--- src/design/sbl_pkg.sv ---
// Package for the superbee slope limiter: widths, item class codes, queue item struct.
// No dependencies.
`timescale 1ns / 1ps
package sbl_pkg;
  localparam int VAL_W    = 32;  // input sample width
  localparam int DIFF_W   = 33;  // backward / forward difference width
  localparam int W_W      = 18;  // weight register width, Q1.16
  localparam int W_FRAC   = 16;
  localparam int FAC_W    = 19;  // 1 +/- w
  localparam int PROD_W   = 52;  // DIFF_W + FAC_W
  localparam int ACC_W    = 53;
  localparam int SLOPE_W  = 33;
  localparam int LIM_FRAC = 16;
  localparam int LIM_W    = 18;
  localparam int QUO_W    = LIM_FRAC + 1;  // quotient bits, numerator <= denominator
  localparam int MAG_W    = 33;  // numerator / denominator width
  localparam int REM_W    = 33;

  typedef enum logic [1:0] {
    CLS_ZERO,
    CLS_ONE,
    CLS_DIV
  } sbl_cls_t;

  typedef struct packed {
    sbl_cls_t                   cls;
    logic [MAG_W-1:0]           num;
    logic [MAG_W-1:0]           den;
    logic signed [PROD_W-1:0]   prod_b;
    logic signed [PROD_W-1:0]   prod_f;
  } sbl_item_t;
endpackage

--- src/design/sbl_back.sv ---
// Back end: slope rounding/saturation and a one-bit-per-stage divider pipeline.
// Depends on sbl_pkg.
`timescale 1ns / 1ps
module sbl_back (
  input  logic                clk,
  input  logic                rst_n,
  input  logic                empty,
  output logic                pop,
  input  sbl_pkg::sbl_item_t  head,
  output logic                out_valid,
  input  logic                out_ready,
  output logic signed [32:0]  out_slope,
  output logic        [17:0]  out_limiter
);
  import sbl_pkg::*;

  localparam int SH = W_FRAC + 1;
  localparam int SH_W = ACC_W - SH;

  logic                     vld_r   [QUO_W];
  sbl_cls_t                 cls_r   [QUO_W];
  logic [REM_W-1:0]         rem_r   [QUO_W];
  logic [MAG_W-1:0]         den_r   [QUO_W];
  logic [QUO_W-1:0]         quo_r   [QUO_W];
  logic signed [SLOPE_W-1:0] slope_r [QUO_W];

  logic                     out_vld_r;
  logic signed [SLOPE_W-1:0] out_slope_r;
  logic [LIM_W-1:0]         out_lim_r, lim_nxt;

  logic                     adv;
  logic signed [ACC_W-1:0]  acc;
  logic signed [SH_W-1:0]   sh;
  logic signed [SLOPE_W-1:0] slope_nxt;

  assign adv         = ~out_vld_r | out_ready;
  assign pop         = adv & ~empty;
  assign out_valid   = out_vld_r;
  assign out_slope   = out_slope_r;
  assign out_limiter = out_lim_r;

  // floor(acc / 2^17), clamped to the 33-bit signed range
  always_comb begin
    acc = ACC_W'(head.prod_b) + ACC_W'(head.prod_f);
    sh  = acc[ACC_W-1:SH];
    if (sh[SH_W-1:SLOPE_W-1] == '0 || sh[SH_W-1:SLOPE_W-1] == '1) begin
      slope_nxt = sh[SLOPE_W-1:0];
    end else if (sh[SH_W-1]) begin
      slope_nxt = {1'b1, {(SLOPE_W-1){1'b0}}};
    end else begin
      slope_nxt = {1'b0, {(SLOPE_W-1){1'b1}}};
    end
  end

  for (genvar k = 0; k < QUO_W; k++) begin : g_div
    logic [REM_W:0]   rin;
    logic [REM_W+1:0] dif;
    logic [MAG_W-1:0] den_in;
    logic [QUO_W-1:0] q_in;
    logic             bit_q;

    if (k == 0) begin : g_first
      assign rin    = {1'b0, head.num};
      assign den_in = head.den;
      assign q_in   = '0;
    end else begin : g_next
      assign rin    = {rem_r[k-1], 1'b0};
      assign den_in = den_r[k-1];
      assign q_in   = quo_r[k-1];
    end

    assign dif   = {1'b0, rin} - (REM_W+2)'(den_in);
    assign bit_q = ~dif[REM_W+1];

    always_ff @(posedge clk) begin
      if (!rst_n) begin
        vld_r[k] <= 1'b0;
      end else if (adv) begin
        vld_r[k] <= (k == 0) ? ~empty : vld_r[(k == 0) ? 0 : k-1];
      end
    end

    always_ff @(posedge clk) begin
      if (adv) begin
        rem_r[k] <= bit_q ? dif[REM_W-1:0] : rin[REM_W-1:0];
        den_r[k] <= den_in;
        quo_r[k] <= {q_in[QUO_W-2:0], bit_q};
        if (k == 0) begin
          cls_r[k]   <= head.cls;
          slope_r[k] <= slope_nxt;
        end else begin
          cls_r[k]   <= cls_r[(k == 0) ? 0 : k-1];
          slope_r[k] <= slope_r[(k == 0) ? 0 : k-1];
        end
      end
    end
  end

  always_comb begin
    unique case (cls_r[QUO_W-1])
      CLS_ONE: lim_nxt = LIM_W'(1) << LIM_FRAC;
      CLS_DIV: lim_nxt = LIM_W'(quo_r[QUO_W-1]);
      default: lim_nxt = '0;
    endcase
  end

  always_ff @(posedge clk) begin
    if (!rst_n) begin
      out_vld_r <= 1'b0;
    end else if (adv) begin
      out_vld_r <= vld_r[QUO_W-1];
    end
  end

  always_ff @(posedge clk) begin
    if (adv) begin
      out_slope_r <= slope_r[QUO_W-1];
      out_lim_r   <= lim_nxt;
    end
  end

  a_lim_range: assert property (@(posedge clk) disable iff (!rst_n)
                                out_vld_r |-> out_lim_r <= (LIM_W'(2) << LIM_FRAC))
    else $error("limiter above 2");
  a_zero_cls: assert property (@(posedge clk) disable iff (!rst_n)
                               (adv && vld_r[QUO_W-1] && cls_r[QUO_W-1] == CLS_ZERO)
                               |=> out_lim_r == '0)
    else $error("zero class gave nonzero limiter");
  a_stall_hold: assert property (@(posedge clk) disable iff (!rst_n)
                                 (out_vld_r && !out_ready) |=> $stable(vld_r[QUO_W-1]))
    else $error("pipeline moved during stall");
endmodule

--- config.mk ---
export PLATFORM = sky130hd
export DESIGN_NAME = sbl_back
export DESIGN_NICKNAME = d
export VERILOG_FILES = /design/src/design/sbl_pkg.sv /design/src/design/sbl_back.sv
export SDC_FILE = /design/constraint.sdc
export NUM_CORES = 2
export LEC_CHECK = 0
export ABC_AREA = 1
export BUFFER_PORTS_ARGS = -buffer_cell sky130_fd_sc_hd__buf_2
export CAP_MARGIN = 20
export CORE_UTILIZATION = 25
export CTS_CLUSTER_DIAMETER = 150
export DETAILED_ROUTE_END_ITERATION = 12
export HOLD_SLACK_MARGIN = 0.06
export MAX_ROUTING_LAYER = met4
export PLACE_DENSITY = 0.43
export SLEW_MARGIN = 5
export SYNTH_ARGS = -nofsm -noshare
export SYNTH_HDL_FRONTEND = slang
export SYNTH_SLANG_ARGS = --single-unit
--- constraint.sdc ---
create_clock -name clk -period 101.6 [get_ports clk]
set_input_delay 10.16 -clock clk [delete_from_list [all_inputs] [get_ports clk]]
set_output_delay 10.16 -clock clk [all_outputs]
set_load 0.03 [all_outputs]
Word level (Yosys, flattened, before mapping)
Memories as Yosys holds them, arrays and structs flattened. A register that Yosys moved wholly into a read port is not among the register bits.
Cells that the tools add are included.
{"block": "word_totals", "ff_bits": 18, "n_memories": 6, "output_inout_bits": 53, "latchBits": 0, "mem_bits_ro": 0, "inputBits": 176, "word_cells": 111, "mem_bits_rw": 2023}
{"block": "op_classes", "order_cmp": 0, "multipliers": 0, "n_mux": 42, "n_shift": 0, "add_sub_neg": 18, "n_eq_ne": 3, "reduce_logical": 3, "n_div": 0, "bitwise_logic": 38}
{"memory": "den_r", "depth": 17, "width": 33, "read_ports": 16, "rd_clocked_by_memory_dff": 0, "write_ports": 17, "line": "sbl_back.sv:23", "source": "logic [MAG_W-1:0] den_r [QUO_W];"}
{"memory": "rem_r", "depth": 17, "width": 33, "read_ports": 16, "rd_clocked_by_memory_dff": 0, "write_ports": 17, "line": "sbl_back.sv:22", "source": "logic [REM_W-1:0] rem_r [QUO_W];"}
{"memory": "slope_r", "depth": 17, "width": 33, "read_ports": 17, "rd_clocked_by_memory_dff": 1, "write_ports": 17, "line": "sbl_back.sv:25", "source": "logic signed [SLOPE_W-1:0] slope_r [QUO_W];"}
{"memory": "quo_r", "depth": 17, "width": 17, "read_ports": 17, "rd_clocked_by_memory_dff": 0, "write_ports": 17, "line": "sbl_back.sv:24", "source": "logic [QUO_W-1:0] quo_r [QUO_W];"}
{"memory": "cls_r", "depth": 17, "width": 2, "read_ports": 17, "rd_clocked_by_memory_dff": 0, "write_ports": 17, "line": "sbl_back.sv:21", "source": "sbl_cls_t cls_r [QUO_W];"}
{"memory": "vld_r", "depth": 17, "width": 1, "read_ports": 17, "rd_clocked_by_memory_dff": 1, "write_ports": 17, "line": "sbl_back.sv:20", "source": "logic vld_r [QUO_W];"}
{"operator": "33-bit two-way mux", "n": 19}
{"operator": "34-bit by 33-bit subtractor with 35-bit output", "n": 16}
{"operator": "52-bit by 52-bit adder with 53-bit output", "n": 1}
{"operator": "17-bit one-hot mux with 2 select lines", "n": 1}
{"operator": "33-bit by 33-bit subtractor with 34-bit output", "n": 1}
{"operator": "1-bit two-way mux", "n": 22}
{"operator": "1-bit NOT", "n": 19}
{"operator": "1-bit bitwise OR", "n": 18}
{"operator": "4-bit equality test (second input constant)", "n": 1}
{"operator": "4-bit logical NOT", "n": 1}
{"operator": "2-bit by 1-bit equality test with 1-bit output (second input constant)", "n": 1}
{"operator": "2-bit equality test (second input constant)", "n": 1}
{"operator": "1-bit AND", "n": 1}
{"operator": "1-bit logical NOT", "n": 1}
{"operator": "1-bit logical OR", "n": 1}

Logic depth before layout (Yosys ltp)
{"block": "depth", "ltp_word": 6, "depth_mapped": 18, "depth_no_buf": 17}

Least setup slack after synthesis
Ideal clock, no wire load.
{"block": "synth_timing", "path_type": "input port to flip-flop", "from": "in out_ready", "to": "mem vld_r[0] (data pin)", "path_buffers": 1, "cell_stages": 5, "t_required_ns": 101.454, "arrival_time_ns": 52.706, "setup_slack_ns": 48.748, "setup_ns": 0.146, "path_cell_list": "nor2_1 -> inv_1 -> nand2_1 -> clkbuf_1 -> nor2_1"}
{"element": "start, declared", "line": "sbl_back.sv:11", "source": "input logic out_ready,"}
{"element": "end, declared", "line": "sbl_back.sv:20"}

Worst setup path after layout
{"block": "layout_timing", "from": "in out_ready", "to": "out pop"}
{"block": "layout_between", "elab_chain_len": 2}
{"element": "1-bit bitwise OR", "line": "sbl_back.sv:36", "source": "assign adv = ~out_vld_r | out_ready;"}
{"element": "1-bit AND", "line": "sbl_back.sv:37", "source": "assign pop = adv & ~empty;"}
{"element": "end, declared", "line": "sbl_back.sv:8", "source": "output logic pop,"}
No other way between the ends.

==> impl_results.md <==
* Fraction of synthesis flops using an asynchronous set or reset pin at 0
* #FFs+latches synth at ~1.9k
* DP Worst Slack at 80500 ps
* Synth unique cells at slightly below 50
* Final standard cell area without fillers at 114000 um2
* Sequential standard cell area at 56200 um2
* CTS buffer count at roughly 220
* CP Launch Type: input pin
* Required @ worst endpoint at 91440 ps
* Ratio of routed vias to standard cells at ~4.4
* Worst Skew at between 60 and 70 ps
* Relative area change from synthesis to final layout at 14.7%
* Final weighted congestion in routability-driven placement at about 0.94
* H-tree lvl count at 4
* Critical-path maximum fanout at 4
* Startpoint of the worst-slack reg-to-reg timing path: out_valid$_SDFFE_PN0N_
* Cell at the root of the clock tree: clkbuf_16
* Commonest register cell after synthesis: edfxtp_1
* Proportion of netlist area held by the largest area contributor at 0.564
* CP Cell Sequence: buf_2 -> nor2_1 -> nor2_1 -> buf_2
* Portion of the post-synthesis area used by sequential elements at 0.564
* TritonCTS clock tree: built
* Die extent in x at 633 um
* Fmax at 47.4 MHz
* Netlist Area Pre-Place at roughly 100000 um2
* Count of input and output buffers at about 230
* Worst Hold Class: reg2reg
* Hold-fix buffer count after cts at 0
* First-pass iteration count of the detailed router at 7
* Cell family with most CP delay: simple AND/OR/NAND/NOR gates
* Clock latency of the later-clocked register in the worst-skew pair at slightly above 900 ps
* Count of clock tree sinks at approximately 1.9k
* Hold violation total from the final report at 0
* Routed wire length at approximately 290000 um
* Fin Setup TNS at 0 ps
* Number of routed nets with antenna violations at 0
* WP data arrival at 10930 ps
* Bufs and invs on worst path at 2
* Die ar. at between 400000 and 500000 um2
* Crit path largest cell delay at just over 400 ps
* Final setup vio count at 0
* Routed wire per std cell at roughly 18 um
* Setup repair bufs after CTS at 0
* First-pass GRT wire length at between 400000 and 500000 um
* Routed vias at between 60k and 70k
* Top area cells in the synthesized netlist: edfxtp_1 56%, nand2_1 8.7%, ha_1 7.5%
* Overall Global Routing Usage at 0.143
* Total DRC errors in the routed layout at 0
* Actual slew at the worst max-slew pin at around 1200 ps
* Worst setup slack after layout at 80510 ps
* Number of max-capacitance violations reported at 0
* Minimum period implied by the final worst setup slack at approximately 21000 ps
* CTS resizes at 0
* Multi-input gate area at between 30000 and 40000 um2
* Type of the worst setup path: in2out
* Iteration-0 DRC Markers at between 3k and 4k
* Post-layout power at around 3500 uW
* Result of the run: finished clean
* Layout filler cell count at 41.9k
* Most common cell after layout, fill and taps aside: nand2_1
* Antenna violations before repair at 2
* Post-detailed-placement cell area at between 100000 and 150000 um2
* Height of the die at around 630 um
* Worst rel slew slack at 0.209
* Row Count at roughly 230
* Number of instances in the synthesized netlist at 10.1k
* Cell type with the largest total area after synthesis: edfxtp_1
* Mean area per synthesized cell at ~10 um2
* Number of flops mapped to enable cells by yosys at between 1.5k and 2k
* Setup repair after global routing missed its margin: no
* GRT overflow at 0
* Initial cell density of the core at 0.251
* Max Slew Vio Count at 0
* Hold_sp: slope_r[12][6]$_DFFE_PN_
* HPWL after detailed placement at between 200000 and 250000 um
* Share of final-layout standard cells stronger than drive strength 1 at 0.0684
* Power per cell area at 31.0 nW/um2
* Endpoint type of the worst setup path: output port
* Share of the cycle needed by the critical path after routing at 0.208
* Yosys Warn Count at 0
* Nets@finish at ~11k
* Highest-count cells in the layout ignoring fill and taps: 2304 x nand2_1, 1870 x edfxtp_1, 1352 x inv_1
* Beginning of the critical path: out_ready
* Cell type of the slowest stage on the worst timing path: nor2_1
* Number of top-level design ports at between 200 and 250
* Core area at between 300000 and 400000 um2
* Leakage power figure at about 0.048 uW
* Maximum number of pins on one net before global-route repair at 200
* Worst ir drop on vdd at approximately 0.016 mV
* Syn Nets at about 11k
* Final worst hold slack at around 380 ps
* Maximum root-to-sink buffer count at 4
* Register clock-pin slew on the reported worst setup and hold paths at ~60 ps
* Via count of the first global-routing pass at about 73k
==> per-layer routing <==
| layer | up-vias | global-route usage | routed length, um |
|---|---|---|---|
| met3 | 736 | 0.0154 | 6770 |
| met1 | 32353 | 0.136 | 104000 |
| met4 | 0 | 0.0774 | 17600 |
| met2 | 1022 | 0.278 | 157000 |
| met5 | - | - | 0 |
| li1 | 35598 | - | - |
==> through the flow <==
| stage | cells | util |
|---|---|---|
| floorplan | 10139 | - |
| global placement | 15540 | 0.270 |
| detailed placement | 15540 | 0.270 |
| CTS | 15935 | 0.288 |
| global route | 15936 | 0.288 |
| finish | 15937 | 0.288 |
==> sequential cells by signal (all words and copies together), names as in the netlist <==
name,cells
slope_r,561
rem_r,528
cls_r,34
out_valid,1
out_limiter,17
quo_r,153
out_slope,33
vld_r,17
den_r,528
==> synth_stat cells (11+ instances only) <==
| library cell | n |
|---|---|
| nor4_1 | 15 |
| nor2_1 | 775 |
| o21a_1 | 64 |
| buf_2 | 78 |
| nor3_1 | 158 |
| nand4_1 | 63 |
| fa_1 | 16 |
| a21oi_1 | 773 |
| nand2_2 | 16 |
| inv_2 | 31 |
| xor2_1 | 178 |
| xnor2_1 | 180 |
| nand3_1 | 413 |
| buf_6 | 15 |
| nor2_2 | 23 |
| edfxtp_1 | 1870 |
| or2_2 | 32 |
| a31oi_1 | 93 |
| a21o_1 | 37 |
| a211oi_1 | 26 |
| buf_4 | 11 |
| o21ai_0 | 533 |
| nand2_1 | 2304 |
| a21boi_0 | 77 |
| nand3b_1 | 65 |
| nand3_2 | 22 |
| ha_1 | 598 |
| o211ai_1 | 48 |
| o21ai_1 | 180 |
| o21bai_1 | 54 |
| inv_1 | 1353 |
==> cell families (layout without fill, tap and decap cells) <==
logic type | after synthesis | in the layout | share of synthesized area
other cells | 1 | 3 | 0.0000376
simple gates | 3901 | 3901 | 0.163
xor+xnor | 358 | 358 | 0.0315
fa+ha+maj | 614 | 614 | 0.0783
compound gates | 1900 | 1900 | 0.105
buf+inv | 1493 | 2047 | 0.0588
flops | 1872 | 1872 | 0.564
==> where the power goes <==
part | internal, uW | leakage (uW) | switching (uW)
sequential | 1170 | 0.0200 | 106
clock | 472 | 0.00350 | 328
combinational | 483 | 0.0243 | 983
total | 2130 | 0.0478 | 1420
==> area by class of cell <==
class / count / share of cell area
tap: 5242 / 0.0574
multi-input combinational: 6774 / 0.329
clock inverter: 130 / 0.0134
timing repair buffer: 268 / 0.0131
antenna: 2 / 0.0000438
sequential: 1872 / 0.492
inverter: 1384 / 0.0455
clock buffer: 265 / 0.0499
==> path summary, 6_finish.rpt <==
check,cells past startpoint,to,slack (ps)
max,4,pop,80510
max reg2reg,8,slope_r[15][6]$_DFFE_PN_,96370
min,0,slope_r[13][6]$_DFFE_PN_,380
min reg2reg,0,slope_r[13][6]$_DFFE_PN_,380
No activity file was read; power rests on OpenSTA's default activity.
