<file path="config.mk">
export PLATFORM = sky130hd
export DESIGN_NAME = sbl_fifo
export DESIGN_NICKNAME = d
export VERILOG_FILES = /design/src/design/sbl_pkg.sv /design/src/design/sbl_fifo.sv
export SDC_FILE = /design/constraint.sdc
export NUM_CORES = 1
export LEC_CHECK = 0
export BUFFER_PORTS_ARGS = -buffer_cell sky130_fd_sc_hd__buf_2
export CORE_MARGIN = 4
export CORE_UTILIZATION = 40
export DETAILED_ROUTE_END_ITERATION = 8
export PLACE_DENSITY = 0.56
export SYNTH_ARGS = -nofsm -noshare
export SYNTH_HDL_FRONTEND = slang
export SYNTH_SLANG_ARGS = --single-unit
</file>
<file path="constraint.sdc">
create_clock -name clk -period 10.17 [get_ports clk]
set_clock_uncertainty 0.1 [all_clocks]
set_input_delay 1.017 -clock clk [delete_from_list [all_inputs] [get_ports clk]]
set_output_delay 1.017 -clock clk [all_outputs]
set_load 0.02 [all_outputs]
</file>
<file path="src/design/sbl_pkg.sv">
// Package for the superbee slope limiter: widths, item class codes, queue item struct.
// No dependencies.
`timescale 1ns / 1ps
package sbl_pkg;
  localparam int VAL_W    = 32;  // input sample width
  localparam int DIFF_W   = 33;  // backward / forward difference width
  localparam int W_W      = 18;  // weight register width, Q1.16
  localparam int W_FRAC   = 16;
  localparam int FAC_W    = 19;  // 1 +/- w
  localparam int PROD_W   = 52;  // DIFF_W + FAC_W
  localparam int ACC_W    = 53;
  localparam int SLOPE_W  = 33;
  localparam int LIM_FRAC = 16;
  localparam int LIM_W    = 18;
  localparam int QUO_W    = LIM_FRAC + 1;  // quotient bits, numerator <= denominator
  localparam int MAG_W    = 33;  // numerator / denominator width
  localparam int REM_W    = 33;

  typedef enum logic [1:0] {
    CLS_ZERO,
    CLS_ONE,
    CLS_DIV
  } sbl_cls_t;

  typedef struct packed {
    sbl_cls_t                   cls;
    logic [MAG_W-1:0]           num;
    logic [MAG_W-1:0]           den;
    logic signed [PROD_W-1:0]   prod_b;
    logic signed [PROD_W-1:0]   prod_f;
  } sbl_item_t;
endpackage

</file>
<file path="src/design/sbl_fifo.sv">
// Short queue of classified items between front and back.
// Depends on sbl_pkg.
`timescale 1ns / 1ps
module sbl_fifo (
  input  logic               clk,
  input  logic               rst_n,
  input  logic               push,
  input  sbl_pkg::sbl_item_t push_item,
  output logic               full,
  input  logic               pop,
  output logic               empty,
  output sbl_pkg::sbl_item_t head
);
  import sbl_pkg::*;

  localparam int DEPTH = 4;
  localparam int AW    = $clog2(DEPTH);

  sbl_item_t       mem [DEPTH];
  logic [AW-1:0]   wr_ptr_r, rd_ptr_r;
  logic [AW:0]     cnt_r;

  assign full  = (cnt_r == (AW+1)'(DEPTH));
  assign empty = (cnt_r == '0);
  assign head  = mem[rd_ptr_r];

  always_ff @(posedge clk) begin
    if (push) mem[wr_ptr_r] <= push_item;
  end

  always_ff @(posedge clk) begin
    if (!rst_n) begin
      wr_ptr_r <= '0;
      rd_ptr_r <= '0;
      cnt_r    <= '0;
    end else begin
      if (push) wr_ptr_r <= wr_ptr_r + 1'b1;
      if (pop)  rd_ptr_r <= rd_ptr_r + 1'b1;
      cnt_r <= cnt_r + (AW+1)'(push) - (AW+1)'(pop);
    end
  end

  a_no_overflow:  assert property (@(posedge clk) disable iff (!rst_n) !(push && full))
    else $error("push into full queue");
  a_no_underflow: assert property (@(posedge clk) disable iff (!rst_n) !(pop && empty))
    else $error("pop from empty queue");
  a_cnt_range:    assert property (@(posedge clk) disable iff (!rst_n)
                                   cnt_r <= (AW+1)'(DEPTH))
    else $error("queue count out of range");
endmodule

</file>
# --- Word level (Yosys, flattened, before mapping) ---
# Memories as Yosys holds them, arrays and structs flattened. A register that Yosys moved wholly into a read port is not among the register bits.
# Index checks and enable logic that the tools add are counted.
op_classes:
  n_addsub: 4
  n_eq_ne: 1
  n_mux: 4
  reduce_logical: 1
ops:
  columns: ["operator", "count"]
  rows:
  - ["2-bit by 1-bit adder with 2-bit output, second input constant", 2]
  - ["2-bit two-way mux", 2]
  - ["3-bit by 1-bit adder with 3-bit output", 1]
  - ["3-bit equality test, second input constant", 1]
  - ["3-bit zero test", 1]
  - ["3-bit by 1-bit subtractor with 3-bit output", 1]
  - ["1-bit two-way mux", 2]
totals:
  reg_bits: 7
  ram_bits: 688
  inputBits: 176
  out_inout_bits: 174
  wordCells: 14
  mem_count: 1
memory_table:
  columns: ["memory", "words", "word_bits", "rd", "rd_clocked_by_memory_dff", "wr", "line", "text"]
  rows:
  - ["mem", 4, 172, 1, 1, 1, "sbl_fifo.sv:19", "sbl_item_t mem [DEPTH];"]

# --- Longest topological paths before layout ---
# Gate-level depths: netlist of the first run.
depth:
  ltp_word: 3
  depth_mapped: 7
  mapped_depth_nobuf: 7

# --- Worst setup path before layout of the first run ---
# OpenSTA, ideal clock, no wires.
synth_timing:
  path_kind: "input to register"
  startpoint: "in push"
  endpoint: "mem mem[0][0] (netlist bit) (enable)"
  setup_ns: 0.552
  arrival_ns: 4.931
  required_time_ns: 9.518
  slack_ns: 4.587
  path_stages: 1
  path_buffers: 0
  path_cell_list: "and2_1"
synth_via:
  elab_chain_len: 2
synth_lines:
  columns: ["item", "line", "text"]
  rows:
  - ["from (decl)", "sbl_fifo.sv:7", "input logic push,"]
  - ["1-bit two-way mux", "sbl_fifo.sv:28", "if (push) mem[wr_ptr_r] <= push_item;"]
  - ["1-bit two-way mux (implied by the code)", "sbl_fifo.sv:28", null]
  - ["to (decl)", "sbl_fifo.sv:19", null]
# Every way passes these cells.

==> results of run 1 <==
## per-layer routing
metal	vias to the layer above	global-route usage (%)	part of all wire, %
met3	96	4.92	7.6
met1	5905	19.9	41
li1	4922	-	-
met5	-	0	0.14
met2	308	24.7	49
met4	10	4.93	2.4
## through the flow
stage | setup WS [ns] | instances | instance area [µm²] | hold slack [ns] | utilization, %
2_1_floorplan | 4.59 | 941 | 25200 | 0.399 | -
3_3_place_gp | 6.18 | 2105 | 27900 | 0.415 | 45.0
3_5_place_dp | 6.21 | 2105 | 27900 | 0.439 | 45.0
4_1_cts | 5.54 | 2240 | 30300 | 0.449 | 48.9
5_1_grt | 5.35 | 2243 | 30400 | 0.494 | 48.9
6_report | 5.74 | 2251 | 30400 | 0.440 | 48.9
## cell type report
cell class	count	area (µm²)	area share, %
Multi-Input combinational cell	199	4120	13.6
Timing Repair Buffer	365	1870	6.15
Antenna cell	11	27.5	0.0906
Clock inverter	42	430	1.42
Tap cell	837	1050	3.45
Sequential cell	697	20800	68.6
Clock buffer	93	2010	6.61
Inverter	7	26.3	0.0865
## registers in the layout, summed over array words and instances, names as in the netlist, named ones only
| signal | flops |
|---|---|
| mem | 688 |
| rd_ptr_r | 2 |
| cnt_r | 3 |
| wr_ptr_r | 2 |
## power by group
part           leakage (nW)  internal (mW)  switching [mW]  total (mW)
logic                  2.54          0.260           0.393       0.653
clock network          1.18           1.59            1.07        2.65
registers              6.39           3.31          0.0443        3.35
total                  10.1           5.15            1.50        6.66
## cells in the mapped netlist
cell	count	area (µm²)
nor2_1	5	18.8
fa_1	1	20.0
buf_6	10	113
buf_1	5	18.8
dfxtp_1	9	180
nor3_1	1	5.00
ha_1	6	75.1
inv_1	7	26.3
a21oi_1	1	5.00
a21bo_2	1	10.0
edfxtp_1	688	20700
and2_1	6	37.5
and3_1	1	6.26
xor3_1	1	23.8
nand3b_1	1	7.51
buf_4	2	15.0
clkbuf_1	2	7.51
mux4_2	172	3870
buf_2	19	95.1
xnor2_1	2	17.5
mux2i_1	1	10.0
## cells by family after synthesis
| logic type | Yosys count | share of synthesized area, % |
|---|---|---|
| AO/OA/AOI/OAI | 2 | 0.0595 |
| XOR/XNOR | 3 | 0.164 |
| adder cells (fa/ha/maj) | 7 | 0.377 |
| buffers and inverters | 45 | 1.09 |
| flip-flops | 697 | 82.6 |
| multiplexers | 173 | 15.4 |
| AND/OR/NAND/NOR | 14 | 0.298 |
## how the worst max path moves through the flow
| stage | startpoint | slack [ns] | to | depth (start not counted) |
|---|---|---|---|---|
| 2_1_floorplan | push | 4.59 | mem[0][0] | 1 |
| 3_3_place_gp | flip-flop | 6.18 | head[129] | 3 |
| 3_5_place_dp | flip-flop | 6.21 | head[143] | 3 |
| 4_1_cts | flip-flop | 5.54 | head[143] | 3 |
| 5_1_grt | flip-flop | 5.35 | head[132] | 3 |
| 6_report | flip-flop | 5.74 | head[20] | 3 |
## tightest hold or removal path: stages (launching register included)
cell and delay [ns]:
dfxtp_1 0.31, nand3b_1 0.10, a21oi_1 0.08
==> summary.txt, run 1 <==
Pwr
  – Pwr Total: 6.66 mW
  – Pwr per Cell Area: 219 nW/µm²
  – Maximum vdd ir drop: 0.000165 V
  – Leak: 10.1 nW

Clock tree
  – CTS clk-pin slew, worst paths: 0.06 ns
  – CTS tree: built
  – Clock sinks: 697
  – # hold bufs at CTS: 0
  – Root Buffer: clkbuf_16
  – Resize count post-CTS: 0
  – Post-CTS setup buffers: 0
  – Clk_lat worst skew: 0.59 ns
  – H-tree depth: 3
  – CTS buffer count: 76
  – Max Root-Sink Buffers: 3

Detailed routing
  – Routed vias/inst: 4.99
  – Via count: 11.2k
  – Antenna-violating nets left: 0
  – 1st-pass router iterations: 4
  – Drt wl/cell: 22.8 µm
  – DRC violations left: 0
  – Iter 0 DRT Violations: 696
  – Total detailed-routing wirelength: 51300 µm

Placement
  – Hpwl dp: 30500 µm
  – Port bufs: 349
  – Routability Congestion: 0.680

Finish
  – NumNets Final: 1529
  – Layout cells sized above 1: 46.5%
  – Most common cell after layout, fill and taps aside: edfxtp_1
  – Area Overhead vs Synth: 20.4%
  – Fill count: 5023
  – Most frequent cells in the layout: edfxtp_1, buf_2, mux4_2

Setup path
  – CP endpoint kind: output port
  – CP Launch Type: flip-flop
  – CP required: 9.05 ns
  – Top delay family on crit path: buffers and inverters
  – Worst Reg-to-Reg Cells: 5
  – Crit path max-delay cell type: dfxtp_4
  – Largest stage delay, worst path: 0.94 ns
  – Max Fanout on Critical Path: 48
  – Kind of critical path: reg -> out
  – Worst EP arrival: 3.32 ns
  – R2r endpoint: mem[2][40]
  – Critical-path cell list: buf_4 -> mux4_2 -> buf_2
  – Worst R2R Setup Slack: 7.12 ns
  – Buf/Inv on CP: 2
  – Reg2reg start: wr_ptr_r[0]

STA
  – Final setup viols: 0
  – Slew headroom: 31.0%
  – Fin. Hold Viols: 0
  – Fin crit period: 4.43 ns
  – Fin. max-slew vios: 0
  – Period utilization: 43.6%
  – Worst Tran Pin Value: 1.03 ns
  – Setup TNS: 0 ns
  – RSZ-0062 raised after global routing: false
  – Fmax: 226 MHz

Logic synthesis
  – Seq cells post-synth: 697
  – Net count after synthesis: 1124
  – Yosys cell types: 21
  – Syn. warnings: 0
  – Mapped Area: 25200 µm²
  – Syn Inst Count: 941
  – Sequential element share of the synthesized area: 82.6%
  – Average size of a mapped cell: 26.8 µm²

Die
  – Die area: 67100 µm²
  – Die width: 259 µm
  – Number of core rows: 91
  – I/O pin count: 350
  – Core ar.: 62100 µm²
  – Initial Util: 40.7%
  – Die Y: 259 µm

Global routing
  – First-pass GRT wire length: 76900 µm
  – Largest net degree at the start of global routing: 62
  – Vias in the first global route: 11.9k
  – Antenna violations before repair: 13
  – Total GRT Usage: 15.3%
  – Grt ovf: 0

Hold path
  – Hold Path Origin: rd_ptr_r[1]
  – Worst Hold Class: reg -> reg
  – Worst Hold Path Cells: 2

Job
  – Maxcap violations: 0

Status
  – Status: completed
Power figures use the tool's default switching activity.
==> run 2, diff against run 1 <==
==> constraint.sdc (replaced) <==
create_clock -name clk -period 4.3 [get_ports clk]
set_clock_uncertainty 0.1 [all_clocks]
set_input_delay 0.43 -clock clk [delete_from_list [all_inputs] [get_ports clk]]
set_output_delay 0.43 -clock clk [all_outputs]
set_load 0.02 [all_outputs]
==> run 2 against run 1 <==
Effect of this change: critical path depth is the same; power up 140%; largest cell class unchanged; utilization up 3.1 points; design area up 6.4%; global-route usage rose by 0.44 points; first-iteration DRC count increased by 5.6%; flip-flop and latch count unchanged.
==> summary.txt, run 2 (same netlist as run 1, synthesis figures left out) <==
STA
  – Slew headroom: 38.0%
  – Worst Tran Pin Value: 0.930 ns
  – Period utilization: 72.9%
  – Setup TNS: 0 ns
  – Final setup viols: 0
  – Fin. Hold Viols: 0
  – Fin crit period: 3.14 ns
  – RSZ-0062 raised after global routing: false
  – Fmax: 319 MHz
  – Fin. max-slew vios: 0

Setup path
  – CP required: 3.77 ns
  – Worst EP arrival: 2.61 ns
  – Worst Reg-to-Reg Cells: 3
  – R2r endpoint: mem[3][29]
  – Worst R2R Setup Slack: 2.22 ns
  – Max Fanout on Critical Path: 55
  – CP Launch Type: flip-flop
  – Reg2reg start: wr_ptr_r[0]
  – CP endpoint kind: output port
  – Kind of critical path: reg -> out

Job
  – Maxcap violations: 0

Detailed routing
  – 1st-pass router iterations: 5
  – Iter 0 DRT Violations: 735
  – Via count: 11.9k
  – Drt wl/cell: 21.6 µm
  – Antenna-violating nets left: 0
  – Routed vias/inst: 4.92
  – DRC violations left: 0
  – Total detailed-routing wirelength: 52300 µm

Clock tree
  – Root Buffer: clkbuf_16
  – H-tree depth: 3
  – CTS clk-pin slew, worst paths: 0.05 ns
  – Clock sinks: 697
  – Max Root-Sink Buffers: 3
  – CTS buffer count: 75
  – Resize count post-CTS: 0
  – # hold bufs at CTS: 173
  – Post-CTS setup buffers: 0
  – Clk_lat worst skew: 0.60 ns
  – CTS tree: built

Finish
  – Most frequent cells in the layout: edfxtp_1, buf_2, dlygate4sd3_1
  – Biggest register: mem
  – NumNets Final: 1705
  – Design area: 32300 µm²
  – Max reg flops: 688
  – Area Overhead vs Synth: 28.1%
  – Largest registers: mem (688), cnt_r (3)
  – Most common cell after layout, fill and taps aside: edfxtp_1
  – Layout cells sized above 1: 41.2%

Global routing
  – Largest net degree at the start of global routing: 70
  – First-pass GRT wire length: 80600 µm
  – Vias in the first global route: 13.3k
  – Antenna violations before repair: 3
  – Grt ovf: 0
  – Total GRT Usage: 15.7%

Pwr
  – Maximum vdd ir drop: 0.000350 V
  – Leak: 10.9 nW
  – Pwr Total: 16.0 mW
  – Pwr per Cell Area: 494 nW/µm²

Status
  – Status: completed

Die
  – Initial Util: 40.7%
  – Core ar.: 62100 µm²
  – Number of core rows: 91
  – Die area: 67100 µm²
  – Die Y: 259 µm
  – I/O pin count: 350
  – Die width: 259 µm

Hold path
  – Worst Hold Class: in -> reg
  – Hold Path Origin: pop
  – Worst Hold Path Cells: 3

Placement
  – Placed Area: 28100 µm²
  – Port bufs: 349
  – Hpwl dp: 30800 µm
  – Routability Congestion: 0.719
run 2: cell count changes in the layout (fill, tap and decap cells not counted), sizes merged:
| cell | before | now |
|---|---|---|
| buf | 365 | 369 |
| bufinv | 7 | 8 |
| clkbuf | 93 | 100 |
| clkinv | 28 | 29 |
| clkinvlp | 4 | 0 |
| diode | 11 | 3 |
| dlygate4sd3 | 0 | 173 |
| inv | 10 | 8 |
run 2: through the flow:
| step | util, % | hold WS, ns | setup slack (ns) | instances |
|---|---|---|---|---|
| after floorplan | - | 0.399 | 1.11 | 941 |
| after global placement | 45.3 | 0.406 | 1.70 | 2109 |
| after detailed placement | 45.3 | 0.418 | 1.69 | 2109 |
| after CTS | 52.1 | 0.0463 | 1.03 | 2420 |
| after global routing | 52.1 | 0.0986 | 0.956 | 2422 |
| final | 52.1 | 0.103 | 1.16 | 2423 |
run 2: final cells by class:
cell class | count | area, µm²
timing repair buffer | 542 | 3790
fill | 4849 | 29700
antenna | 3 | 7.51
clock buffer | 100 | 2010
sequential | 697 | 20800
inverter | 7 | 26.3
clock inverter | 38 | 464
multi-input combinational | 199 | 4120
tap | 837 | 1050
run 2: routing by layer:
| layer | track usage, % | up-vias | part of all wire (%) |
|---|---|---|---|
| met3 | 4.53 | 85 | 7.1 |
| met5 | 0 | - | 0.025 |
| met2 | 25.8 | 320 | 49 |
| met4 | 4.71 | 2 | 2.3 |
| met1 | 20.8 | 6259 | 42 |
| li1 | - | 5260 | - |
run 2: worst max-delay path by stage:
stage / to / slack [ns] / start / cells past startpoint
after detailed placement: head[160] / 1.69 / flip-flop / 3
after CTS: head[166] / 1.03 / flip-flop / 3
after global routing: head[166] / 0.96 / flip-flop / 3
after floorplan: mem[2][0] / 1.11 / wr_ptr_r[0] / 3
after global placement: head[109] / 1.70 / flip-flop / 3
final: head[166] / 1.16 / flip-flop / 3
run 2: worst max-delay path: stages (launching register included):
cell	delay (ns)
dfxtp_4	0.70
buf_12	0.45
mux4_2	0.58
buf_2	0.18
run 2: where the power goes:
part           total, mW  leakage [nW]  internal, mW  switching [mW]
Clock               6.35          1.20          3.80            2.55
Sequential          7.91          6.39          7.81          0.0975
Combinational       1.71          3.33         0.741           0.971
Total               16.0          10.9          12.4            3.61
